<file path="src/rtl/core/fldq_ram.sv">
`default_nettype none
module fldq_ram #(
  parameter int unsigned WIDTH = 8,
  parameter int unsigned DEPTH = 16
) (
  input  wire logic                     clk_i,
  input  wire logic                     we_i,
  input  wire logic [$clog2(DEPTH)-1:0] waddr_i,
  input  wire logic [WIDTH-1:0]         wdata_i,
  input  wire logic                     re_i,
  input  wire logic [$clog2(DEPTH)-1:0] raddr_i,
  output logic      [WIDTH-1:0]         rdata_o
);

  logic [WIDTH-1:0] mem_q [DEPTH];

  always_ff @(posedge clk_i) begin
    if (we_i) begin
      mem_q[waddr_i] <= wdata_i;
    end
    if (re_i) begin
      rdata_o <= mem_q[raddr_i];
    end
  end

endmodule
`default_nettype wire

</file>
<file path="config.mk">
export PLATFORM = sky130hd
export DESIGN_NAME = fldq_ram
export DESIGN_NICKNAME = d
export VERILOG_FILES = /design/src/rtl/core/fldq_ram.sv
export SDC_FILE = /design/constraint.sdc
export NUM_CORES = 1
export LEC_CHECK = 0
export BUFFER_PORTS_ARGS = -buffer_cell sky130_fd_sc_hd__buf_2
export CORE_MARGIN = 10
export CORE_UTILIZATION = 35
export CTS_CLUSTER_DIAMETER = 120
export CTS_CLUSTER_SIZE = 24
export DETAILED_ROUTE_END_ITERATION = 6
export PLACE_DENSITY = 0.63
export SYNTH_ARGS = -nofsm -noshare
export SYNTH_HDL_FRONTEND = slang
export SYNTH_SLANG_ARGS = --single-unit
export TNS_END_PERCENT = 10
</file>
<file path="constraint.sdc">
create_clock -name clk_i -period 2.1 [get_ports clk_i]
set_clock_uncertainty 0.2 [all_clocks]
set_input_delay 0.315 -clock clk_i [delete_from_list [all_inputs] [get_ports clk_i]]
set_output_delay 0.315 -clock clk_i [all_outputs]
set_load 0.05 [all_outputs]
</file>
==> impl_results.md, run 1 <==
- # diodes: 0
- Met2 wire len: 4670 µm
- Share of layout cells above drive strength 1: 28.5%
- Worst-path clk slew: 0.05 ns
- Drt via density: 5.18
- Power Dens Cells: 964 nW/µm²
- Synth async-reset ratio: 0%
- Crit path kind: flop to flop
- Fin worst setup slack: 0.400 ns
- Vias in the first global route: 2691
- Core Area: 14600 µm²
- DP Wirelength: 6690 µm
- Final period util: 80.9%
- Vias: 2497
- Crit path arrival time: 1.66 ns
- Top FF cell, synth: edfxtp_1
- Width of the chip: 142 µm
- # DRC: 0
- Largest net degree at the start of global routing: 33
- Nets: 305
- Worst vdd rail ir drop: 0.000689 V
- Netlist cell types: 18
- CTS tree: done
- Area growth syn-to-layout: 18.8%
- Uppermost layer routed: met4
- Synth top area share: 78.1%
- Met1 wire length: 4750 µm
- Fin crit period: 1.70 ns
- Clock sink count: 136
- CTS buffer count: 17
- Critical Path RT: 2.06 ns
- Root Buffer: clkbuf_16
- Die H: 142 µm
- DRT Pass-1 Iters: 4
- Global-route usage over all layers: 10.6%
- Starting density of the core: 35.8%
- Lkg Pwr: 2.08 nW
- Fmax: 0.588 GHz
- Routed WL per cell: 21.2 µm
- Place WS: -0.0110 ns
- Most used standard cell by instance count after synthesis: edfxtp_1
- Seq cells post-synth: 136
- Register area share after synthesis: 78.1%
- Worst-Margin Slew: 0.406 ns
- Post-synth EDFFs: 136
- Post-synthesis cell area: 5230 µm²
- Synth Instances: 229
- CP Capture Type: flop
- Startpoint types: flop
- PortBufs: 26
- Initial antenna violation count: 0
- Routed WL: 10200 µm
- Total design power: 5.98 mW
- Maximum root-to-sink buffer count: 2
- I/O Pins: 27
- Syn Nets: 248
- Postcts setup bufs: 0
- Routed length on met3: 642 µm
- Clock latency on the worst-skew pair: 0.41 ns
- Setup TNS: 0 ns
- Slew headroom: 72.9%
- Max Slew Vio Count: 0
- Synth area leader: edfxtp_1
- Final RePlAce weighted congestion: 0.733
- Total gr overflow: 0
- Row count: 44
- Slowest stage delay, CP: 0.55 ns
- Max-cap violations: 0
- Type of the most critical hold path: input port to flop
- CP max stage cell: mux4_1
- Worst-path cell chain: mux4_1, a22oi_1, nand2_1
- DIE AREA: 20200 µm²
- Initial DRC Count: 245
- Avg Cell Area, Syn: 22.8 µm²
- Synth area leaders: edfxtp_1 78%, mux4_2 7.8%, mux4_1 7.0%
- Post_cts resized: 0
- Final Setup Violations: 0
- Cts hold-fix bufs: 0
- Post-synth top cells: 136 x edfxtp_1, 18 x mux4_2, 16 x a22oi_1
- H-tree depth: 4
- Crit path max fanout: 1
- Final hold violation count: 0
- Status: completed
- Post-route ant nets: 0
- RSZ-0062 raised after global routing: no
- First-pass GRT wire length: 15800 µm
- Synth warn: 0
-- cells in the final DEF, fill, tap and decap left out, types with 3 or more instances in the layout --
cell	netlist	final
mux4_1	14	14
a22oi_1	16	16
edfxtp_1	136	136
clkinv_1	0	7
nand2_1	9	9
clkbuf_16	0	17
clkbuf_1	0	6
nor2_1	13	13
buf_2	3	26
mux4_2	18	18
buf_12	0	3
buf_4	1	19
nor3_1	4	4
-- kinds of logic (layout without fill, tap and decap cells) --
family | after synthesis | count (layout) | share of synthesized area, %
compound gates | 16 | 16 | 2.30
simple gates | 35 | 35 | 3.14
buf+inv | 10 | 79 | 1.65
flops | 136 | 136 | 78.1
mux | 32 | 32 | 14.8
-- metal layers --
metal  up-vias  global-route usage (%)
met5         -                       0
met4         0                    4.20
met3        16                    3.70
met2        93                    15.2
met1      1293                    14.5
li1       1095                       -
-- path summary, 6_finish.rpt --
path | startpoint | to | slack [ns] | cells past startpoint
worst min register to register | mem_q[8][1]$_DFFE_PP_ | rdata_o[1]$_DFFE_PP_ | 0.55 | 3
worst max register to register | mem_q[6][1]$_DFFE_PP_ | rdata_o[1]$_DFFE_PP_ | 0.40 | 3
worst max-delay path | mem_q[6][1]$_DFFE_PP_ | rdata_o[1]$_DFFE_PP_ | 0.40 | 3
worst min-delay path | re_i | rdata_o[1]$_DFFE_PP_ | 0.07 | 1
-- through the flow --
step | util (%) | area [µm²] | hold slack, ns | instances
floorplan | - | 5230 | 0.214 | 229
global placement | 39.1 | 5700 | 0.495 | 451
detailed placement | 39.1 | 5700 | 0.492 | 451
CTS | 42.6 | 6210 | 0.0545 | 482
global route | 42.6 | 6210 | 0.0609 | 482
finish | 42.6 | 6210 | 0.0693 | 482
-- layout make-up --
type	instances	area, µm²
tap	184	230
clock buffer	23	448
sequential	136	4080
timing repair buffer	48	333
clock inverter	8	56.3
fill	1235	8380
multi-input combinational	83	1060
-- critical path: cells and delay by family, from the launching register on --
| kind | cells | cell delay (ns) |
|---|---|---|
| muxes | 1 | 0.55 |
| DFF | 1 | 0.37 |
| and+or+nand+nor | 1 | 0.09 |
| AOI/OAI and AO/OA | 1 | 0.25 |
-- sequential cells by signal, indices dropped and copies added (netlist names) --
register,cells
mem_q,128
rdata_o,8
-- power breakdown --
group / internal [mW] / total [mW] / leakage [nW] / switching (mW)
registers: 3.06 / 3.08 / 1.24 / 0.0146
clock network: 1.59 / 2.58 / 0.242 / 0.988
logic: 0.126 / 0.332 / 0.603 / 0.206
total: 4.77 / 5.98 / 2.08 / 1.21
(Power assumes the default switching activity.)
==> inputs of run 2 (changes only) <==
Settings changed: PLACE_DENSITY 0.63 to 0.61.
Clock period 2.1 ns to 1.6 ns, I/O delays scaled along.
==> run 2 against run 1 <==
Critical endpoint is now rdata_o[0]$_DFFE_PP_. Largest power group unchanged. The flow now finishes with violations (setup timing). Maximum frequency rose by 4.1%. Routed wire length up 4.8%. Global-route usage grew 0.62 points. Worst hold slack lost 0.059 ns. Worst setup slack worse by 0.43 ns. First-iteration DRC count down 43%. Combinational power is 43% higher. Sequential power grew 31%. Sequential share of layout area decreased by 2.1 points. Core utilization grew 1.4 points. Die area unchanged.
==> impl_results.md, run 2 (same netlist as run 1, synthesis figures left out) <==
- Final Setup Violations: 1
- CTS buffer count: 17
- Sequential share of power: 47.5%
- DIE AREA: 20200 µm²
- DRT Pass-1 Iters: 4
- Vias in the first global route: 2641
- Routed WL: 10700 µm
- Max-cap violations: 0
- Cell-internal power: 6.79 mW
- Fin crit period: 1.63 ns
- RSZ-0062 raised after global routing: yes
- Fmax: 0.613 GHz
- Crit path arrival time: 1.60 ns
- Die H: 142 µm
- Crit path max fanout: 1
- Area growth syn-to-layout: 22.6%
- Global-route usage over all layers: 11.3%
- Most frequent cells in the layout: 136 x edfxtp_1, 28 x mux4_2, 26 x buf_2, 24 x buf_4, 17 x clkbuf_16
- Placed cell areas: 5760 µm²
- Status: complete, but fails checks
- Core Area: 14600 µm²
- Place WS: -0.511 ns
- Logic pwr share: 5.6%
- Width of the chip: 142 µm
- Clock group share of total power: 46.9%
- Share of layout cells above drive strength 1: 39.7%
- Worst r2r src: mem_q[2][0]$_DFFE_PP_
- Psw: 1.70 mW
- # DRC: 0
- Final hold violation count: 0
- Worst Hold Launch: wdata_i[2]
- Startpoint types: flop
- R2R depth: 3
- Clock sink count: 136
- Maximum root-to-sink buffer count: 2
- Clock latency on the worst-skew pair: 0.41 ns
- Largest register by flop count: mem_q
- Total design power: 8.50 mW
- Critical Path RT: 1.57 ns
- Routed WL per cell: 21.8 µm
- Total gr overflow: 0
- Type of the most critical hold path: input port to flop
- Initial DRC Count: 139
- Slew headroom: 37.3%
- Crit path kind: flop to flop
- # diodes: 0
- Failing checks: setup timing
- Min-Delay Endpoint: mem_q[6][2]$_DFFE_PP_
- Lkg Pwr: 2.13 nW
- H-tree depth: 4
- Nets: 313
- Starting density of the core: 35.8%
- Initial antenna violation count: 0
- DP Wirelength: 7070 µm
- Worst vdd rail ir drop: 0.000760 V
- Utilization after layout: 43.9%
- Worst-path clk slew: 0.06 ns
- Worst-Margin Slew: 0.937 ns
- I/O Pins: 27
- Fin area: 6410 µm²
- Setup TNS: -0.0326 ns
- Switching share of total power: 20.1%
- PortBufs: 26
- Root Buffer: clkbuf_16
- Power Dens Cells: 1330 nW/µm²
- Drt via density: 5.12
- CTS tree: done
- Final RePlAce weighted congestion: 0.750
- Worst-path cell chain: mux4_2, a22oi_2, nand2_1
- Postcts setup bufs: 0
- Most common cell after layout, fill and taps aside: edfxtp_1
- First-pass GRT wire length: 16500 µm
- CP max stage cell: mux4_2
- Buf+Inv Stages, Crit Path: 0
- CP top delay family: multiplexers
- Final period util: 102%
- FILL cells: 1239
- Worst flop-to-flop path endpoint: rdata_o[0]$_DFFE_PP_
- Row count: 44
- Setup slack, reg-to-reg: -0.03 ns
- Max reg flops: 128
- Worst Hold Path Cells: 1
- Fin worst setup slack: -0.0326 ns
- Vias: 2514
- Max Slew Vio Count: 0
- Largest registers: mem_q (128), rdata_o (8)
- CP Capture Type: flop
- Slowest stage delay, CP: 0.48 ns
- Post-route ant nets: 0
- Largest net degree at the start of global routing: 17
-- run 2: metal layers --
| layer | part of all wire [%] | wire length [µm] | global-route usage (%) | vias to the layer above |
|---|---|---|---|---|
| met5 | 0 | 0 | 0 | - |
| met4 | 1.9 | 201 | 4.68 | 0 |
| met3 | 7.6 | 814 | 4.27 | 15 |
| met2 | 45 | 4830 | 15.8 | 87 |
| met1 | 45 | 4840 | 15.2 | 1311 |
| li1 | - | - | - | 1101 |
-- run 2: power groups by stage --
| stage | registers (mW) | clock network (mW) | logic, mW |
|---|---|---|---|
| floorplan | 4.17 | 0 | 0.210 |
| global placement | 4.11 | 0 | 0.457 |
| detailed placement | 4.11 | 0 | 0.470 |
| CTS | 4.04 | 4.04 | 0.487 |
| global route | 4.04 | 4.23 | 0.518 |
| finish | 4.04 | 3.98 | 0.476 |
-- run 2: final cells by class --
| class | count | area (µm²) | area share [%] |
|---|---|---|---|
| clock inverters | 14 | 181 | 2.83 |
| multi-input cells | 83 | 1060 | 16.6 |
| well taps | 184 | 230 | 3.59 |
| clock buffers | 18 | 429 | 6.70 |
| repair buffers | 56 | 420 | 6.56 |
| flip-flops and latches | 136 | 4080 | 63.7 |
-- run 2: worst register-to-register path, cell delays in order, from the launching register on --
cell and delay (ns):
edfxtp_1 0.37, mux4_2 0.48, a22oi_2 0.26, nand2_1 0.08
-- run 2: how the worst max path moves through the flow --
stage,from,endpoint,slack [ns],cells past startpoint
after floorplan,waddr_i[2],mem_q[3][0]$_DFFE_PP_,-0.11,2
after global placement,raddr_i[0],rdata_o[0]$_DFFE_PP_,-0.49,5
after detailed placement,raddr_i[0],rdata_o[0]$_DFFE_PP_,-0.51,5
after CTS,mem_q[2][0]$_DFFE_PP_,rdata_o[0]$_DFFE_PP_,-0.03,3
after global routing,mem_q[2][0]$_DFFE_PP_,rdata_o[0]$_DFFE_PP_,-0.06,3
final,mem_q[2][0]$_DFFE_PP_,rdata_o[0]$_DFFE_PP_,-0.03,3
-- run 2: timing repair --
| item | CTS | global route |
|---|---|---|
| hold buffers | 1 | 0 |
| endpoints found under the hold margin | 8 | 0 |
| resized for setup | 9 | 2 |
| pin swaps | 2 | 3 |
| setup endpoints to repair | 8 | 7 |
| cloned | 0 | 0 |
-- run 2: stage by stage --
| stage | instances | hold WS (ns) |
|---|---|---|
| 6_report | 491 | 0.0105 |
| 2_1_floorplan | 229 | 0.139 |
| 4_1_cts | 491 | 0.00727 |
| 3_3_place_gp | 458 | 0.426 |
| 3_5_place_dp | 458 | 0.422 |
| 5_1_grt | 491 | 0.0132 |
==> inputs of run 3 (changes only) <==
Settings changed: CELL_PAD_IN_SITES_DETAIL_PLACEMENT set to 0, CELL_PAD_IN_SITES_GLOBAL_PLACEMENT set to 2, PLACE_DENSITY 0.61 to 0.71.
==> run 3 against run 2 <==
The run still ends with setup timing left. Worst hold slack worse by 0.0010 ns. Critical path depth unchanged. Non-clock buffer count up 4. Global-route usage down 0.65 points. Routed wire length down 3.9%. Sequential share of layout area up 0.32 points. Maximum frequency up 1.6%. Count of clock-buffer cells in the layout up 1. First-iteration DRC count down 11%. Register-to-register slack better by 0.03 ns. Die area unchanged. Critical path type unchanged. Largest cell class unchanged.
==> impl_results.md, run 3 (same netlist as run 1, synthesis figures left out) <==
- Crit path kind: flop to flop
- Fin area: 6380 µm²
- Most frequent cells in the layout: 136 x edfxtp_1, 28 x mux4_2, 28 x buf_4, 26 x buf_2, 17 x clkbuf_16
- Max Slew Vio Count: 0
- Worst vdd rail ir drop: 0.000823 V
- Failing checks: setup timing
- Status: complete, but fails checks
- Vias: 2451
- Sequential share of power: 49.1%
- PortBufs: 26
- Final hold violation count: 0
- Crit path from: mem_q[11][6]$_DFFE_PP_
- Slew headroom: 41.6%
- Worst flop-to-flop path endpoint: rdata_o[6]$_DFFE_PP_
- Logic pwr share: 5.7%
- Final period util: 100%
- Max reg flops: 128
- DP Wirelength: 6910 µm
- Setup slack, reg-to-reg: -0.007 ns
- CTS tree: done
- Placed cell areas: 5750 µm²
- Largest registers: mem_q (128), rdata_o (8)
- Most common cell after layout, fill and taps aside: edfxtp_1
- # DRC: 0
- Type of the most critical hold path: input port to flop
- Global-route usage over all layers: 10.6%
- Maximum root-to-sink buffer count: 2
- Clock sink count: 136
- I/O Pins: 27
- Nets: 317
- Final RePlAce weighted congestion: 0.755
- Register area: 4080 µm²
- CTS buffer count: 17
- Starting density of the core: 35.8%
- Post-route ant nets: 0
- DRT Pass-1 Iters: 4
- Psw: 1.62 mW
- Area growth syn-to-layout: 22.0%
- Worst-Margin Slew: 0.873 ns
- Worst r2r src: mem_q[11][6]$_DFFE_PP_
- Initial DRC Count: 124
- Worst-path clk slew: 0.06 ns
- FILL cells: 1220
- Routed WL per cell: 20.8 µm
- # diodes: 0
- Fin worst setup slack: -0.00717 ns
- Vias in the first global route: 2645
- Cell-internal power: 6.61 mW
- Fmax: 0.622 GHz
- Clock group share of total power: 45.2%
- Multi-input gate area: 1060 µm²
- Core Area: 14600 µm²
- Die H: 142 µm
- Lkg Pwr: 2.13 nW
- Switching share of total power: 19.7%
- First-pass GRT wire length: 15500 µm
- Drt via density: 4.95
- Max-cap violations: 0
- Row count: 44
- Routed WL: 10300 µm
- Initial antenna violation count: 0
- Total gr overflow: 0
- Share of layout cells above drive strength 1: 38.3%
- Crit path arrival time: 1.56 ns
- Critical Path RT: 1.56 ns
- RSZ-0062 raised after global routing: yes
- Largest register by flop count: mem_q
- R2R depth: 3
- Clock latency on the worst-skew pair: 0.41 ns
- Crit path max fanout: 1
- Power Dens Cells: 1290 nW/µm²
- Final Setup Violations: 1
- Critical Path Sink: rdata_o[6]$_DFFE_PP_
- Hold slack: 0.00950 ns
- CP Capture Type: flop
- Startpoint types: flop
- Place WS: -0.462 ns
- Fin crit period: 1.61 ns
- Utilization after layout: 43.7%
- Width of the chip: 142 µm
- DIE AREA: 20200 µm²
- H-tree depth: 4
- Largest net degree at the start of global routing: 19
- Root Buffer: clkbuf_16
[run 3: stage by stage]
step           cells  TNS (ns)  power, mW
2_1_floorplan    229     -4.45       4.38
3_5_place_dp     460     -6.02       4.57
6_report         495  -0.00717       8.24
5_1_grt          495    -0.263       8.50
3_3_place_gp     460     -5.36       4.56
4_1_cts          495   -0.0194       8.31
[run 3: worst min path at each step]
stage                          start                     end  slack, ns  cells after the start
after floorplan           wdata_i[0]   mem_q[0][0]$_DFFE_PP_       0.14                      0
after global placement    wdata_i[2]  mem_q[14][2]$_DFFE_PP_       0.42                      1
after detailed placement  wdata_i[2]  mem_q[12][2]$_DFFE_PP_       0.43                      1
after CTS                 wdata_i[6]   mem_q[8][6]$_DFFE_PP_     0.0002                      1
after global routing            re_i    rdata_o[7]$_DFFE_PP_       0.01                      1
final                     wdata_i[0]   mem_q[7][0]$_DFFE_PP_      0.009                      1
[run 3: area by class of cell]
cell class | instances | share of cell area, %
clock buffers | 19 | 6.79
clock inverters | 13 | 2.12
multi-input cells | 83 | 16.7
flip-flops and latches | 136 | 64.0
well taps | 184 | 3.61
repair buffers | 60 | 6.75
[run 3: layer usage]
layer | track usage (%) | share of wire [%]
met1 | 13.3 | 44
met4 | 4.52 | 1.8
met5 | 0 | 0
met3 | 3.74 | 5.4
met2 | 16.3 | 49
[run 3: power groups by stage]
| stage | clock, mW | combinational (mW) | sequential (mW) |
|---|---|---|---|
| 2_1_floorplan | 0 | 0.210 | 4.17 |
| 3_3_place_gp | 0 | 0.454 | 4.11 |
| 3_5_place_dp | 0 | 0.460 | 4.11 |
| 4_1_cts | 3.79 | 0.479 | 4.04 |
| 5_1_grt | 3.94 | 0.512 | 4.05 |
| 6_report | 3.72 | 0.471 | 4.04 |
[run 3: critical path, stage by stage (launching register included)]
cell      delay [ns]
edfxtp_1        0.35
mux4_2          0.48
a22oi_2         0.22
nand2_1         0.09
[run 3: timing repair]
item / CTS / global route
pin swaps: 0 / 1
setup buffers: 0 / 0
gates cloned: 0 / 0
setup endpoints to repair: 7 / 8
hold buffers: 3 / 0
hold endpoints to repair: 47 / 0
gates resized for setup: 8 / 3
