## src/rtl/core/fldq_pkg.sv

```systemverilog
`default_nettype none
package fldq_pkg;

  localparam int unsigned QUEUE_DEPTH = 256;
  localparam int unsigned LEVELS      = 4;
  localparam int unsigned LEVEL_W     = 2;
  localparam int unsigned SLOT_W      = (QUEUE_DEPTH > 1) ? $clog2(QUEUE_DEPTH) : 1;
  localparam int unsigned FILL_W      = $clog2(QUEUE_DEPTH + 1);
  localparam int unsigned ADDR_W      = LEVEL_W + SLOT_W;
  localparam int unsigned RAM_DEPTH   = LEVELS << SLOT_W;
  localparam int unsigned JOB_W       = 59;
  localparam int unsigned TDATA_W     = 64;

  typedef logic [LEVEL_W-1:0] level_t;
  typedef logic [SLOT_W-1:0]  slot_t;
  typedef logic [FILL_W-1:0]  fill_t;
  typedef logic [JOB_W-1:0]   job_t;

  typedef enum logic {
    OP_ENQUEUE  = 1'b0,
    OP_DISPATCH = 1'b1
  } op_e;

  typedef enum logic [1:0] {
    STAT_ENQUEUED   = 2'd0,
    STAT_DISPATCHED = 2'd1,
    STAT_EMPTY      = 2'd2,
    STAT_DROPPED    = 2'd3
  } status_e;

  typedef enum logic {
    ST_IDLE = 1'b0,
    ST_READ = 1'b1
  } state_e;

  typedef struct packed {
    logic enq;
    logic deq;
  } lvl_cmd_t;

  typedef struct packed {
    logic   full;
    logic   any;
    level_t pick;
    slot_t  tail;
    slot_t  head;
  } lvl_stat_t;

endpackage
`default_nettype wire

```

## src/rtl/core/fldq_lvl.sv

```systemverilog
`default_nettype none
module fldq_lvl (
  input  wire logic                 clk_i,
  input  wire logic                 rst_ni,
  input  wire fldq_pkg::level_t     req_lvl_i,
  input  wire fldq_pkg::lvl_cmd_t   cmd_i,
  output fldq_pkg::lvl_stat_t       stat_o
);
  import fldq_pkg::*;

  slot_t head_q [LEVELS];
  slot_t head_d [LEVELS];
  slot_t tail_q [LEVELS];
  slot_t tail_d [LEVELS];
  fill_t fill_q [LEVELS];
  fill_t fill_d [LEVELS];

  function automatic slot_t next_slot(slot_t s);
    slot_t r;
    if (s == SLOT_W'(QUEUE_DEPTH - 1)) begin
      r = '0;
    end else begin
      r = s + 1'b1;
    end
    return r;
  endfunction

  always_comb begin
    stat_o.any  = 1'b0;
    stat_o.pick = '0;
    for (int l = LEVELS - 1; l >= 0; l--) begin
      if (fill_q[l] != '0) begin
        stat_o.any  = 1'b1;
        stat_o.pick = LEVEL_W'(l);
      end
    end
    stat_o.full = (fill_q[req_lvl_i] == FILL_W'(QUEUE_DEPTH));
    stat_o.tail = tail_q[req_lvl_i];
    stat_o.head = head_q[stat_o.pick];
  end

  always_comb begin
    for (int l = 0; l < LEVELS; l++) begin
      head_d[l] = head_q[l];
      tail_d[l] = tail_q[l];
      fill_d[l] = fill_q[l];
    end
    if (cmd_i.enq) begin
      tail_d[req_lvl_i] = next_slot(tail_q[req_lvl_i]);
      fill_d[req_lvl_i] = fill_q[req_lvl_i] + 1'b1;
    end
    if (cmd_i.deq) begin
      head_d[stat_o.pick] = next_slot(head_q[stat_o.pick]);
      fill_d[stat_o.pick] = fill_q[stat_o.pick] - 1'b1;
    end
  end

  always_ff @(posedge clk_i or negedge rst_ni) begin
    if (!rst_ni) begin
      for (int l = 0; l < LEVELS; l++) begin
        head_q[l] <= '0;
        tail_q[l] <= '0;
        fill_q[l] <= '0;
      end
    end else begin
      for (int l = 0; l < LEVELS; l++) begin
        head_q[l] <= head_d[l];
        tail_q[l] <= tail_d[l];
        fill_q[l] <= fill_d[l];
      end
    end
  end

endmodule
`default_nettype wire

```

## config.mk

```make
export PLATFORM = sky130hd
export DESIGN_NAME = fldq_lvl
export DESIGN_NICKNAME = d
export VERILOG_FILES = /design/src/rtl/core/fldq_pkg.sv /design/src/rtl/core/fldq_lvl.sv
export SDC_FILE = /design/constraint.sdc
export NUM_CORES = 1
export LEC_CHECK = 0
export ABC_AREA = 1
export BUFFER_PORTS_ARGS = -buffer_cell sky130_fd_sc_hd__buf_2
export CELL_PAD_IN_SITES_DETAIL_PLACEMENT = 1
export CELL_PAD_IN_SITES_GLOBAL_PLACEMENT = 2
export CORE_UTILIZATION = 30
export CTS_CLUSTER_DIAMETER = 50
export DETAILED_ROUTE_END_ITERATION = 10
export PLACE_DENSITY_LB_ADDON = 0.1
export RECOVER_POWER = 100
export SLEW_MARGIN = 15
export SYNTH_ARGS = -nofsm -noshare
export SYNTH_HDL_FRONTEND = slang
export SYNTH_SLANG_ARGS = --single-unit
```

## constraint.sdc

```tcl
create_clock -name clk_i -period 2.9 [get_ports clk_i]
set_input_delay 0.29 -clock clk_i [delete_from_list [all_inputs] [get_ports clk_i]]
set_output_delay 0.29 -clock clk_i [all_outputs]
set_load 0.05 [all_outputs]
```

==> results_dict.tcl, run 1 <==
set metrics [dict create \
    detailedPlace.worstSlack_ns 0.03679 \
    worst_hold_path_type "in -> reg" \
    syn_nets 882 \
    critical-path-max-stage-delay_ns 0.39 \
    clock_skew_ns 0.008893 \
    synthTopCellsByArea "sky130_fd_sc_hd__dfrtp_1, sky130_fd_sc_hd__nand2_1, sky130_fd_sc_hd__inv_1" \
    final_antenna_net_count 0 \
    layout.core_utilization_pct 36.41 \
    setup_violations 0 \
    period_share_pct 97.77 \
    dieHeight_microns 146.5 \
    io_buffer_count 25 \
    timing.final.hold_violations 0 \
    share_comb_of_total_power_pct 51.2 \
    timing_worst_slew_pin_value_ns 1.179 \
    worstSetupEndpointType "output port" \
    start_util_pct 30.74 \
    floorplan.die_area_sq_mm 0.02145 \
    count_of_mapped_cells_out_of_synthesis 871 \
    rows 52 \
    r2r-start "fill_q[7]" \
    path_class "reg -> out" \
    netlist_area_before_placement_sq_mm 0.006260 \
    gpl.final_weighted_congestion 0.8824 \
    drc 0 \
    crit_end "stat_o[3]" \
    max_cap_viol_count 0 \
    outcome "finished, final reports clean" \
    power_per_cell_area_mw_per_mm2 951.5 \
    intPower_mw 3.610 \
    all_layer_gr_usage_pct 23.41 \
    worst_ep_arrival_time_ns 2.55 \
    synth_edf_count 0 \
    vias_in_the_first_global_route 6421 \
    leakagePower_nw 3.624 \
    detailedRoute.firstPassIterationCount 5 \
    start_kind "register" \
    route.detailed.vias_per_inst 5.085 \
    synth-warning-count 0 \
    power_frac_seq_pct 31.2 \
    total_power_mw 7.055 \
    globalRouteOverflowTotal 0 \
    clock_latency_ns 0.36 \
    reg2reg_path_depth 17 \
    fin_tns_setup_ns 0 \
    cts_tree "yes" \
    worst_ir_drop_vdd_v 0.0007024 \
    cp_top_family "simple AND/OR/NAND/NOR gates" \
    finalWorstPathRequiredPeriod_ns 2.835 \
    via_count 6214 \
    clock_network_power_share_pct 17.6 \
    final_layout_fill_cell_count 2584 \
    die_width_microns 146.5 \
    fmax_mhz 352.7 \
    final-max-slew-violation-count 0 \
    floorplan.io_pins 26 \
    grt_max_degree 63 \
    crit_path_max_fanout 9 \
    net_switching_component_of_the_power_mw 3.445 \
    core-area_sq_mm 0.02036 \
    numCtsBuffers 9 \
    post_synth_num_cell_types 45 \
    swShare_pct 48.83 \
    post-route-cell-area_sq_mm 0.007415 \
    critical_path.n_buffers_inverters 3 \
    postSynthRegisterBits 100 \
    synth_top_cell_area_share_pct 39.98 \
    ff_to_ff_setup_slack_ns 0.15 \
    cp.depth 11 \
    setup_slack_ns 0.06464 \
    antenna_found_initial 0 \
    data_required_time_of_the_worst_path_ns 2.61 \
    synth_most_common_cell "sky130_fd_sc_hd__nand2_1" \
    timing.slew.headroom_pct 21.38 \
    synth_top_cell_by_area "sky130_fd_sc_hd__dfrtp_1" \
    layout-drive-gt1-share_pct 18.70 \
    cts_sinks 100 \
    capturing_point_of_the_worst_reg2reg_path "fill_q[8]" \
    async_reset_ff_share_pct 100.0 \
    synth_seq_area_share_pct 39.98 \
    clkSlewWorstSetupHoldPaths_ns 0.07 \
    root_buffer "sky130_fd_sc_hd__clkbuf_16" \
    syn_area_per_cell_sq_um 7.187 \
    dp_hpwl_microns 18210 \
    timing.critical_path.from "fill_q[18]" \
    dominantRegCellSynth "sky130_fd_sc_hd__dfrtp_1" \
    diodes 0 \
    violation_count_after_the_first_detailed_routing_iteration 385 \
    place_area_sq_mm 0.007069 \
    crit_slowest_cell "sky130_fd_sc_hd__dfrtp_1" \
    cts_buffer_depth 2 \
    grt_first_pass_wirelength_microns 38010 \
    num-nets-final 958 \
    post_synth_most_frequent_cells "sky130_fd_sc_hd__nand2_1, sky130_fd_sc_hd__dfrtp_1, sky130_fd_sc_hd__inv_1, sky130_fd_sc_hd__o21ai_0, sky130_fd_sc_hd__nand3_1" \
    wire_length_per_cell_after_detailed_routing_microns 19.75 \
    drt_wl_total_microns 24130 \
    cts_max_level 3 \
    crit_chain "nor2_2 > nand3_1 > inv_1 > nand2_1 > nor2_8 > nand2_4 > buf_4 > nand3_1 > nand2_1 > nor2_1 > buf_4" \
    area_growth_syn_to_layout_pct 18.45 \
]
logic make-up after synthesis:
group                      after synthesis  share of synthesized area [%]
xor gates and xnor gates                 6                          1.079
and+or+nand+nor                        465                          34.74
buffers and inverters                  134                          8.595
muxes                                    1                         0.1599
AOI/OAI and AO/OA                      160                          14.45
DFF                                    100                          39.98
adders and majority gates                5                         0.9994
placed cells by master, fill, tap and decap left out, drive strengths merged:
master       netlist  routed
nand2            289     289
o21ai            117     117
inv              112     115
dfrtp            100     100
nand3             74      74
buf                8      68
nor2              67      67
clkbuf            14      29
nand4             19      19
a21oi             17      17
o22ai              6       6
a22oi              6       6
nand3b             6       6
nor3               6       6
ha                 5       5
o21bai             4       4
a221oi             4       4
xor2               4       4
a22o               2       2
o21a               2       2
xnor2              2       2
and2               1       1
or3                1       1
mux2i              1       1
or2                1       1
a31oi              1       1
o211ai             1       1
nor4               1       1
clkinv             0       1
clkinvlp           0       1
dlygate4sd3        0       1
worst register-to-register path, cell delays in order, from the launching register on:
cell	delay, ns
sky130_fd_sc_hd__dfrtp_2	0.47
sky130_fd_sc_hd__nor2_4	0.13
sky130_fd_sc_hd__nand2_1	0.08
sky130_fd_sc_hd__nor2_1	0.11
sky130_fd_sc_hd__nand2_1	0.07
sky130_fd_sc_hd__nand2_2	0.11
sky130_fd_sc_hd__nand2_2	0.10
sky130_fd_sc_hd__nand2_4	0.14
sky130_fd_sc_hd__inv_2	0.10
sky130_fd_sc_hd__nand2_1	0.07
sky130_fd_sc_hd__nand2_1	0.08
sky130_fd_sc_hd__a21oi_4	0.13
sky130_fd_sc_hd__ha_1	0.21
sky130_fd_sc_hd__nand4_1	0.16
sky130_fd_sc_hd__nor2_4	0.24
sky130_fd_sc_hd__nand4_1	0.22
sky130_fd_sc_hd__nand3_1	0.16
sky130_fd_sc_hd__nand2_1	0.05
how the worst min path moves through the flow:
stage / endpoint / slack, ns / cells past startpoint / startpoint
final: fill_q[35] / 0.31 / 4 / cmd_i[0]
after global routing: fill_q[34] / 0.33 / 4 / cmd_i[0]
after CTS: fill_q[35] / 0.30 / 4 / cmd_i[0]
after detailed placement: fill_q[14] / 0.35 / 1 / rst_ni
after global placement: fill_q[14] / 0.33 / 1 / rst_ni
after floorplan: fill_q[0] / -0.006 / 0 / rst_ni
flip-flops by register name (all words and copies together), names as in the netlist:
name / count
fill_q: 36
head_q: 32
tail_q: 32
per-layer routing:
metal	GRT usage, %	wire [microns]	vias up
met4	6.563	458	0
met3	3.531	891	29
met2	36.50	10790	116
met5	0	0	-
met1	33.46	11990	3087
li1	-	-	2982
what timing repair did:
| action | CTS | global route |
|---|---|---|
| hold buffers | 1 | 0 |
| resized for setup | 2 | 25 |
| endpoints found under the hold margin | 38 | 0 |
| setup endpoints to repair | 2 | 42 |
| pin swaps | 0 | 7 |
| cloned | 0 | 0 |
| setup buffers | 0 | 2 |
through the flow:
| step | hold WS, ns | instances |
|---|---|---|
| finish | 0.3063 | 1222 |
| global route | 0.3324 | 1222 |
| CTS | 0.2973 | 1220 |
| detailed placement | 0.3466 | 1203 |
| global placement | 0.3325 | 1203 |
| floorplan | -0.005591 | 871 |
area by class of cell:
class                           count  area, sq um  area share [%]
Inverter                          112        420.4           5.670
Tap cell                          270        337.8           4.556
Timing Repair Buffer               87        581.8           7.847
Sequential cell                   100         2507           33.82
Clock inverter                      5        43.79          0.5906
Multi-Input combinational cell    637         3281           44.25
Clock buffer                       11        242.7           3.274
power groups by stage:
stage	Sequential [mW]	Combinational [mW]	Clock, mW
after floorplan	2.08	2.39	0
after global placement	2.17	3.47	0
after detailed placement	2.19	3.53	0
after CTS	2.16	3.56	1.28
after global routing	2.26	3.97	1.33
final	2.20	3.61	1.24
No activity file was read; power rests on OpenSTA's default activity.
==> run 2: changes to the inputs <==
Settings changed: ABC_AREA 1 to not set.
==> run 2 against run 1 <==
Against the previous run:
- synthesized cell count is 28% lower
- clock power is essentially flat
- final area up 7.8%
- sequential power fell by 2%
- non-clock buffer count rose by 59
- the flow now finishes with violations (capacitance limit, slew limit, setup timing)
- core utilization rose by 5.8 points
- global-route usage barely moved
- register-to-register slack lost 0.22 ns
- total power grew 4.3%
- routed wire length shrank 7.9%
==> results_dict.tcl, run 2 <==
set metrics [dict create \
    period_share_pct 102.5 \
    commonest_cells_after_routing_fill_and_taps_aside "sky130_fd_sc_hd__buf_4, sky130_fd_sc_hd__dfrtp_1, sky130_fd_sc_hd__nand2_1, sky130_fd_sc_hd__o21ai_0, sky130_fd_sc_hd__nor2_1" \
    floorplan.die_area_sq_mm 0.02023 \
    clock_network_power_share_pct 17.2 \
    syn_area_per_cell_sq_um 9.422 \
    worst_hold_path_type "in -> async" \
    cts_sinks 100 \
    setup_slack_ns -0.07178 \
    fmax_mhz 336.5 \
    violation_count_after_the_first_detailed_routing_iteration 313 \
    die_width_microns 142.2 \
    via_count 5435 \
    dp_hpwl_microns 16150 \
    io_buffer_count 25 \
    setup_violations 12 \
    synth_seq_area_share_pct 42.43 \
    layout.core_utilization_pct 42.18 \
    timing.final.hold_violations 0 \
    start_util_pct 31.12 \
    cp_top_family "compound AO/OA/AOI/OAI gates" \
    critical_path.n_buffers_inverters 1 \
    final_antenna_net_count 0 \
    detailedRoute.firstPassIterationCount 5 \
    place_area_sq_mm 0.007088 \
    async_reset_ff_share_pct 100.0 \
    final-max-slew-violation-count 65 \
    synth_edf_count 0 \
    wire_length_per_cell_after_detailed_routing_microns 22.15 \
    max_cap_viol_count 1 \
    gpl.final_weighted_congestion 0.8183 \
    globalRouteOverflowTotal 0 \
    largest_register_ffs 36 \
    diodes 0 \
    postSynthRegisterBits 100 \
    failed_checks "capacitance limit, slew limit, setup timing" \
    core-area_sq_mm 0.01896 \
    cts-hold-fix-buffers 0 \
    swShare_pct 42.50 \
    power_frac_seq_pct 29.3 \
    share_comb_of_total_power_pct 53.6 \
    count_of_mapped_cells_out_of_synthesis 626 \
    final_layout_fill_cell_count 2133 \
    outcome "finished with violations" \
    synth-warning-count 0 \
    numCtsBuffers 9 \
    synth_top_cell_by_area "sky130_fd_sc_hd__dfrtp_1" \
    drt_wl_total_microns 22240 \
    antenna_found_initial 0 \
    route.detailed.vias_per_inst 5.413 \
    drc 0 \
    reg2reg_path_depth 9 \
    clkSlewWorstSetupHoldPaths_ns 0.08 \
    net_switching_component_of_the_power_mw 3.128 \
    num-nets-final 751 \
    crit_end "head_q[23]" \
    rsz0062_at_grt "yes" \
    grt_first_pass_wirelength_microns 35080 \
    synth_top_cell_area_share_pct 42.43 \
    r2r-start "fill_q[24]" \
    synthTopCellsByArea "sky130_fd_sc_hd__dfrtp_1, sky130_fd_sc_hd__mux4_2, sky130_fd_sc_hd__o21ai_0" \
    intPower_mw 4.232 \
    start_kind "register" \
    floorplan.io_pins 26 \
    timing.critical_path.from "fill_q[24]" \
    post_synth_num_cell_types 60 \
    seq_area_sq_mm 0.002504 \
    crit_slowest_cell "sky130_fd_sc_hd__or4_4" \
    netlist_area_before_placement_sq_mm 0.005898 \
    path_class "reg -> reg" \
    crit_chain "or4_4 > nor3_4 > a31oi_4 > o221ai_4 > ha_4 > buf_4 > nand2_2 > a2111oi_1 > a311oi_1" \
    timing.slew.headroom_pct -18.21 \
    regMostFlops "fill_q" \
    timing.hold.ws_ns 0.4053 \
    cts_max_level 3 \
    layout-drive-gt1-share_pct 34.54 \
    capturing_point_of_the_worst_reg2reg_path "head_q[23]" \
    cp.depth 9 \
    area_of_the_multi_input_gates_sq_mm 0.003588 \
    finalWorstPathRequiredPeriod_ns 2.972 \
    timing_worst_slew_pin_value_ns 1.773 \
    dieHeight_microns 142.2 \
    leakagePower_nw 3.271 \
    largest_registers "fill_q: 36 flops, head_q: 32 flops, tail_q: 32 flops" \
    cts_tree "yes" \
    root_buffer "sky130_fd_sc_hd__clkbuf_16" \
    synth_most_common_cell "sky130_fd_sc_hd__dfrtp_1" \
    clock_skew_ns 0.01192 \
    data_required_time_of_the_worst_path_ns 3.09 \
    crit_path_max_fanout 5 \
    power_per_cell_area_mw_per_mm2 920.4 \
    dominantRegCellSynth "sky130_fd_sc_hd__dfrtp_1" \
    worst_ir_drop_vdd_v 0.0007817 \
    vias_in_the_first_global_route 5962 \
    rows 50 \
    worst_ep_arrival_time_ns 3.16 \
    grt_max_degree 65 \
    post_synth_most_frequent_cells "sky130_fd_sc_hd__dfrtp_1, sky130_fd_sc_hd__nand2_1, sky130_fd_sc_hd__o21ai_0, sky130_fd_sc_hd__nor2_1, sky130_fd_sc_hd__clkbuf_1" \
    area_growth_syn_to_layout_pct 35.57 \
    ff_to_ff_setup_slack_ns -0.07 \
    all_layer_gr_usage_pct 23.41 \
    post-route-cell-area_sq_mm 0.007996 \
    layout_commonest_cell "sky130_fd_sc_hd__buf_4" \
    clock_latency_ns 0.35 \
    critical-path-max-stage-delay_ns 0.56 \
    cts_buffer_depth 2 \
    worstSetupEndpointType "register" \
    syn_nets 637 \
]
==> run 2: changes by cell type after synthesis, sizes merged, moves of 13 or more <==
cell    change
nand2     -193
inv        -89
nand3      -56
o21ai      -42
nor2       -25
clkbuf     +20
a31oi      +18
mux4       +17
o211ai     +17
xnor2      +13
==> run 2: how the worst min path moves through the flow <==
stage,slack (ns),depth (start not counted),from,end
after floorplan,-0.006,0,rst_ni,fill_q[0]
after global placement,0.46,2,tail_q[17],tail_q[17]
after detailed placement,0.47,2,head_q[19],head_q[19]
after CTS,0.1,1,rst_ni,fill_q[31]
after global routing,0.50,2,tail_q[14],tail_q[14]
final,0.41,1,rst_ni,fill_q[31]
==> run 2: power by group through the flow <==
| stage | Sequential [mW] | Combinational (mW) | Clock [mW] |
|---|---|---|---|
| 6_report | 2.15 | 3.94 | 1.26 |
| 4_1_cts | 2.15 | 3.80 | 1.31 |
| 2_1_floorplan | 2.06 | 1.96 | 0 |
| 3_5_place_dp | 2.16 | 3.37 | 0 |
| 3_3_place_gp | 2.15 | 3.31 | 0 |
| 5_1_grt | 2.21 | 4.25 | 1.35 |
==> run 2: logic make-up after synthesis <==
logic type / count (synthesis) / share of synthesized area, %
AND/OR/NAND/NOR: 215 / 17.82
AO/OA/AOI/OAI: 193 / 22.76
flip-flops: 100 / 42.43
buffers and inverters: 66 / 4.624
multiplexers: 26 / 8.188
XOR/XNOR: 21 / 3.118
adder cells (fa/ha/maj): 5 / 1.061
==> run 2: timing repair <==
item / CTS / global route
setup buffers: 14 / 6
endpoints found under the setup margin: 40 / 71
pin swaps: 25 / 17
endpoints found under the hold margin: 0 / 0
gates resized for setup: 70 / 33
==> run 2: per-layer routing <==
| layer | part of all wire [%] | global-route usage [%] | routed length (microns) |
|---|---|---|---|
| met1 | 46 | 31.02 | 10270 |
| met4 | 2.1 | 6.508 | 463 |
| met3 | 3.8 | 4.744 | 845 |
| met5 | 0 | 0 | 0 |
| met2 | 48 | 38.62 | 10650 |
==> run 2: cell type report <==
| type | instances | area share [%] |
|---|---|---|
| clock buffers | 9 | 2.816 |
| multi-input cells | 460 | 44.88 |
| clock inverters | 6 | 0.8919 |
| inverters | 23 | 1.111 |
| well taps | 260 | 4.068 |
| repair buffers | 146 | 14.93 |
| flip-flops and latches | 100 | 31.31 |
==> run 2: metrics by stage <==
step	instances	worst slack (ns)	setup TNS, ns	total power [mW]
6_report	1004	-0.07178	-0.2858	7.360
5_1_grt	1004	-0.1410	-2.390	7.810
4_1_cts	998	-0.1213	-2.504	7.260
3_5_place_dp	969	-0.2123	-3.189	5.531
3_3_place_gp	969	-0.1637	-2.651	5.465
2_1_floorplan	626	-0.08477	-0.3493	4.028
==> run 3: changes to the inputs <==
Settings changed: SKIP_CTS_REPAIR_TIMING set to 1.
==> run 3 against run 2 <==
Against the previous run:
- the flow still finishes with violations (capacitance limit, slew limit, setup timing)
- sequential power hardly changed
- register-to-register slack is essentially flat
- critical path depth did not move
- die area is the same
- critical endpoint is now stat_o[3]
==> results_dict.tcl, run 3 (synthesis gave the netlist of run 2 again) <==
set metrics [dict create \
    area_growth_syn_to_layout_pct 34.34 \
    grt_max_degree 65 \
    dieHeight_microns 142.2 \
    rsz0062_at_grt "yes" \
    seq_area_sq_mm 0.002504 \
    failed_checks "capacitance limit, slew limit, setup timing" \
    period_share_pct 102.9 \
    via_count 5432 \
    area_of_the_multi_input_gates_sq_mm 0.003547 \
    critical-path-max-stage-delay_ns 0.58 \
    core-area_sq_mm 0.01896 \
    drc 0 \
    leakagePower_nw 3.255 \
    cts_buffer_depth 2 \
    floorplan.io_pins 26 \
    dp_hpwl_microns 16150 \
    commonest_cells_after_routing_fill_and_taps_aside "sky130_fd_sc_hd__dfrtp_1, sky130_fd_sc_hd__buf_4, sky130_fd_sc_hd__nand2_1, sky130_fd_sc_hd__o21ai_0, sky130_fd_sc_hd__nor2_1" \
    post-route-cell-area_sq_mm 0.007924 \
    numCtsBuffers 9 \
    net_switching_component_of_the_power_mw 3.095 \
    violation_count_after_the_first_detailed_routing_iteration 321 \
    die_width_microns 142.2 \
    start_util_pct 31.12 \
    start_kind "register" \
    vias_in_the_first_global_route 5729 \
    cts_max_level 3 \
    worstSetupEndpointType "output port" \
    final_antenna_net_count 0 \
    clock_network_power_share_pct 17.3 \
    globalRouteOverflowTotal 0 \
    rows 50 \
    final-max-slew-violation-count 65 \
    finalWorstPathRequiredPeriod_ns 2.985 \
    cts_sinks 100 \
    grt_first_pass_wirelength_microns 34070 \
    num-nets-final 747 \
    timing_worst_slew_pin_value_ns 1.757 \
    setup_violations 23 \
    setup_slack_ns -0.08456 \
    timing.final.hold_violations 0 \
    root_buffer "sky130_fd_sc_hd__clkbuf_16" \
    clock_skew_ns 0.01019 \
    crit_chain "or4_4 > nor3_4 > buf_12 > a31oi_4 > buf_6 > o221ai_4 > inv_2 > buf_6 > buf_12" \
    fin_tns_setup_ns -0.7702 \
    clock_latency_ns 0.35 \
    antenna_found_initial 0 \
    diodes 0 \
    data_required_time_of_the_worst_path_ns 2.61 \
    max_cap_viol_count 1 \
    cts_tree "yes" \
    worst_ep_arrival_time_ns 2.69 \
    floorplan.die_area_sq_mm 0.02023 \
    share_comb_of_total_power_pct 53.1 \
    swShare_pct 42.46 \
    path_class "reg -> out" \
    wire_length_per_cell_after_detailed_routing_microns 22.25 \
    all_layer_gr_usage_pct 22.81 \
    power_frac_seq_pct 29.6 \
    place_area_sq_mm 0.007088 \
    power_per_cell_area_mw_per_mm2 920.0 \
    io_buffer_count 25 \
    timing.slew.headroom_pct -17.15 \
    worst_hold_path_type "in -> async" \
    worst_ir_drop_vdd_v 0.0007633 \
    crit_path_max_fanout 6 \
    layout-drive-gt1-share_pct 33.51 \
    outcome "finished with violations" \
    total_power_mw 7.290 \
    clkSlewWorstSetupHoldPaths_ns 0.07 \
    fmax_mhz 335.1 \
    regMostFlops "fill_q" \
    largest_registers "fill_q: 36 flops, head_q: 32 flops, tail_q: 32 flops" \
    final_layout_fill_cell_count 2130 \
    detailedRoute.firstPassIterationCount 4 \
    crit_slowest_cell "sky130_fd_sc_hd__or4_4" \
    gpl.final_weighted_congestion 0.8183 \
    drt_wl_total_microns 22250 \
    route.detailed.vias_per_inst 5.432 \
    largest_register_ffs 36 \
    intPower_mw 4.195 \
]
-- run 3: changes by cell type in the layout (fill, tap and decap cells not counted), moves of 3 or more --
| cell | change |
|---|---|
| sky130_fd_sc_hd__buf_6 | -5 |
| sky130_fd_sc_hd__buf_4 | -5 |
| sky130_fd_sc_hd__o31ai_2 | +3 |
| sky130_fd_sc_hd__o31ai_1 | -3 |
-- run 3: area by class of cell --
cell class	count	share of cell area [%]
multi-input combinational	460	44.77
tap	260	4.105
timing repair buffer	142	14.67
clock buffer	9	2.842
sequential	100	31.60
clock inverter	6	0.9000
inverter	23	1.121
-- run 3: power groups by stage --
stage	Combinational [mW]	Clock [mW]	Sequential [mW]
after floorplan	1.96	0	2.06
after global placement	3.31	0	2.15
after detailed placement	3.37	0	2.16
after CTS	3.39	1.31	2.14
after global routing	4.15	1.35	2.21
final	3.87	1.26	2.16
-- run 3: worst paths after layout --
path | start | end | slack [ns] | cells after the start
hold reg to reg | head_q[2] | head_q[2] | 0.48 | 2
hold / removal | rst_ni | fill_q[31] | 0.40 | 1
max in group asynchronous | rst_ni | fill_q[24] | 0.64 | 2
setup reg to reg | fill_q[4] | head_q[31] | -0.08 | 10
setup / recovery | fill_q[24] | stat_o[3] | -0.08 | 9
min in group clk_i | head_q[2] | head_q[2] | 0.48 | 2
-- run 3: through the flow --
step | util [%] | setup slack (ns) | instances | hold slack [ns]
floorplan | - | -0.08477 | 626 | -0.005591
global placement | 37.39 | -0.1637 | 969 | 0.4573
detailed placement | 37.39 | -0.2123 | 969 | 0.4670
CTS | 38.96 | -0.3729 | 984 | 0.09837
global route | 41.80 | -0.1814 | 1000 | 0.5001
finish | 41.80 | -0.08456 | 1000 | 0.4002
-- run 3: worst max-delay path: cells and delay by family (launching register included) --
family | cells | cell delay, ns
simple gates | 2 | 0.81
buf+inv | 5 | 0.70
flops | 1 | 0.45
compound gates | 2 | 0.37
-- run 3: layer usage --
metal,up-vias,global-route usage (%),share of wire (%)
met3,26,4.341,3.4
met2,90,37.38,48
met1,2781,30.89,46
met4,0,5.603,2.0
li1,2535,-,-
met5,-,0,0
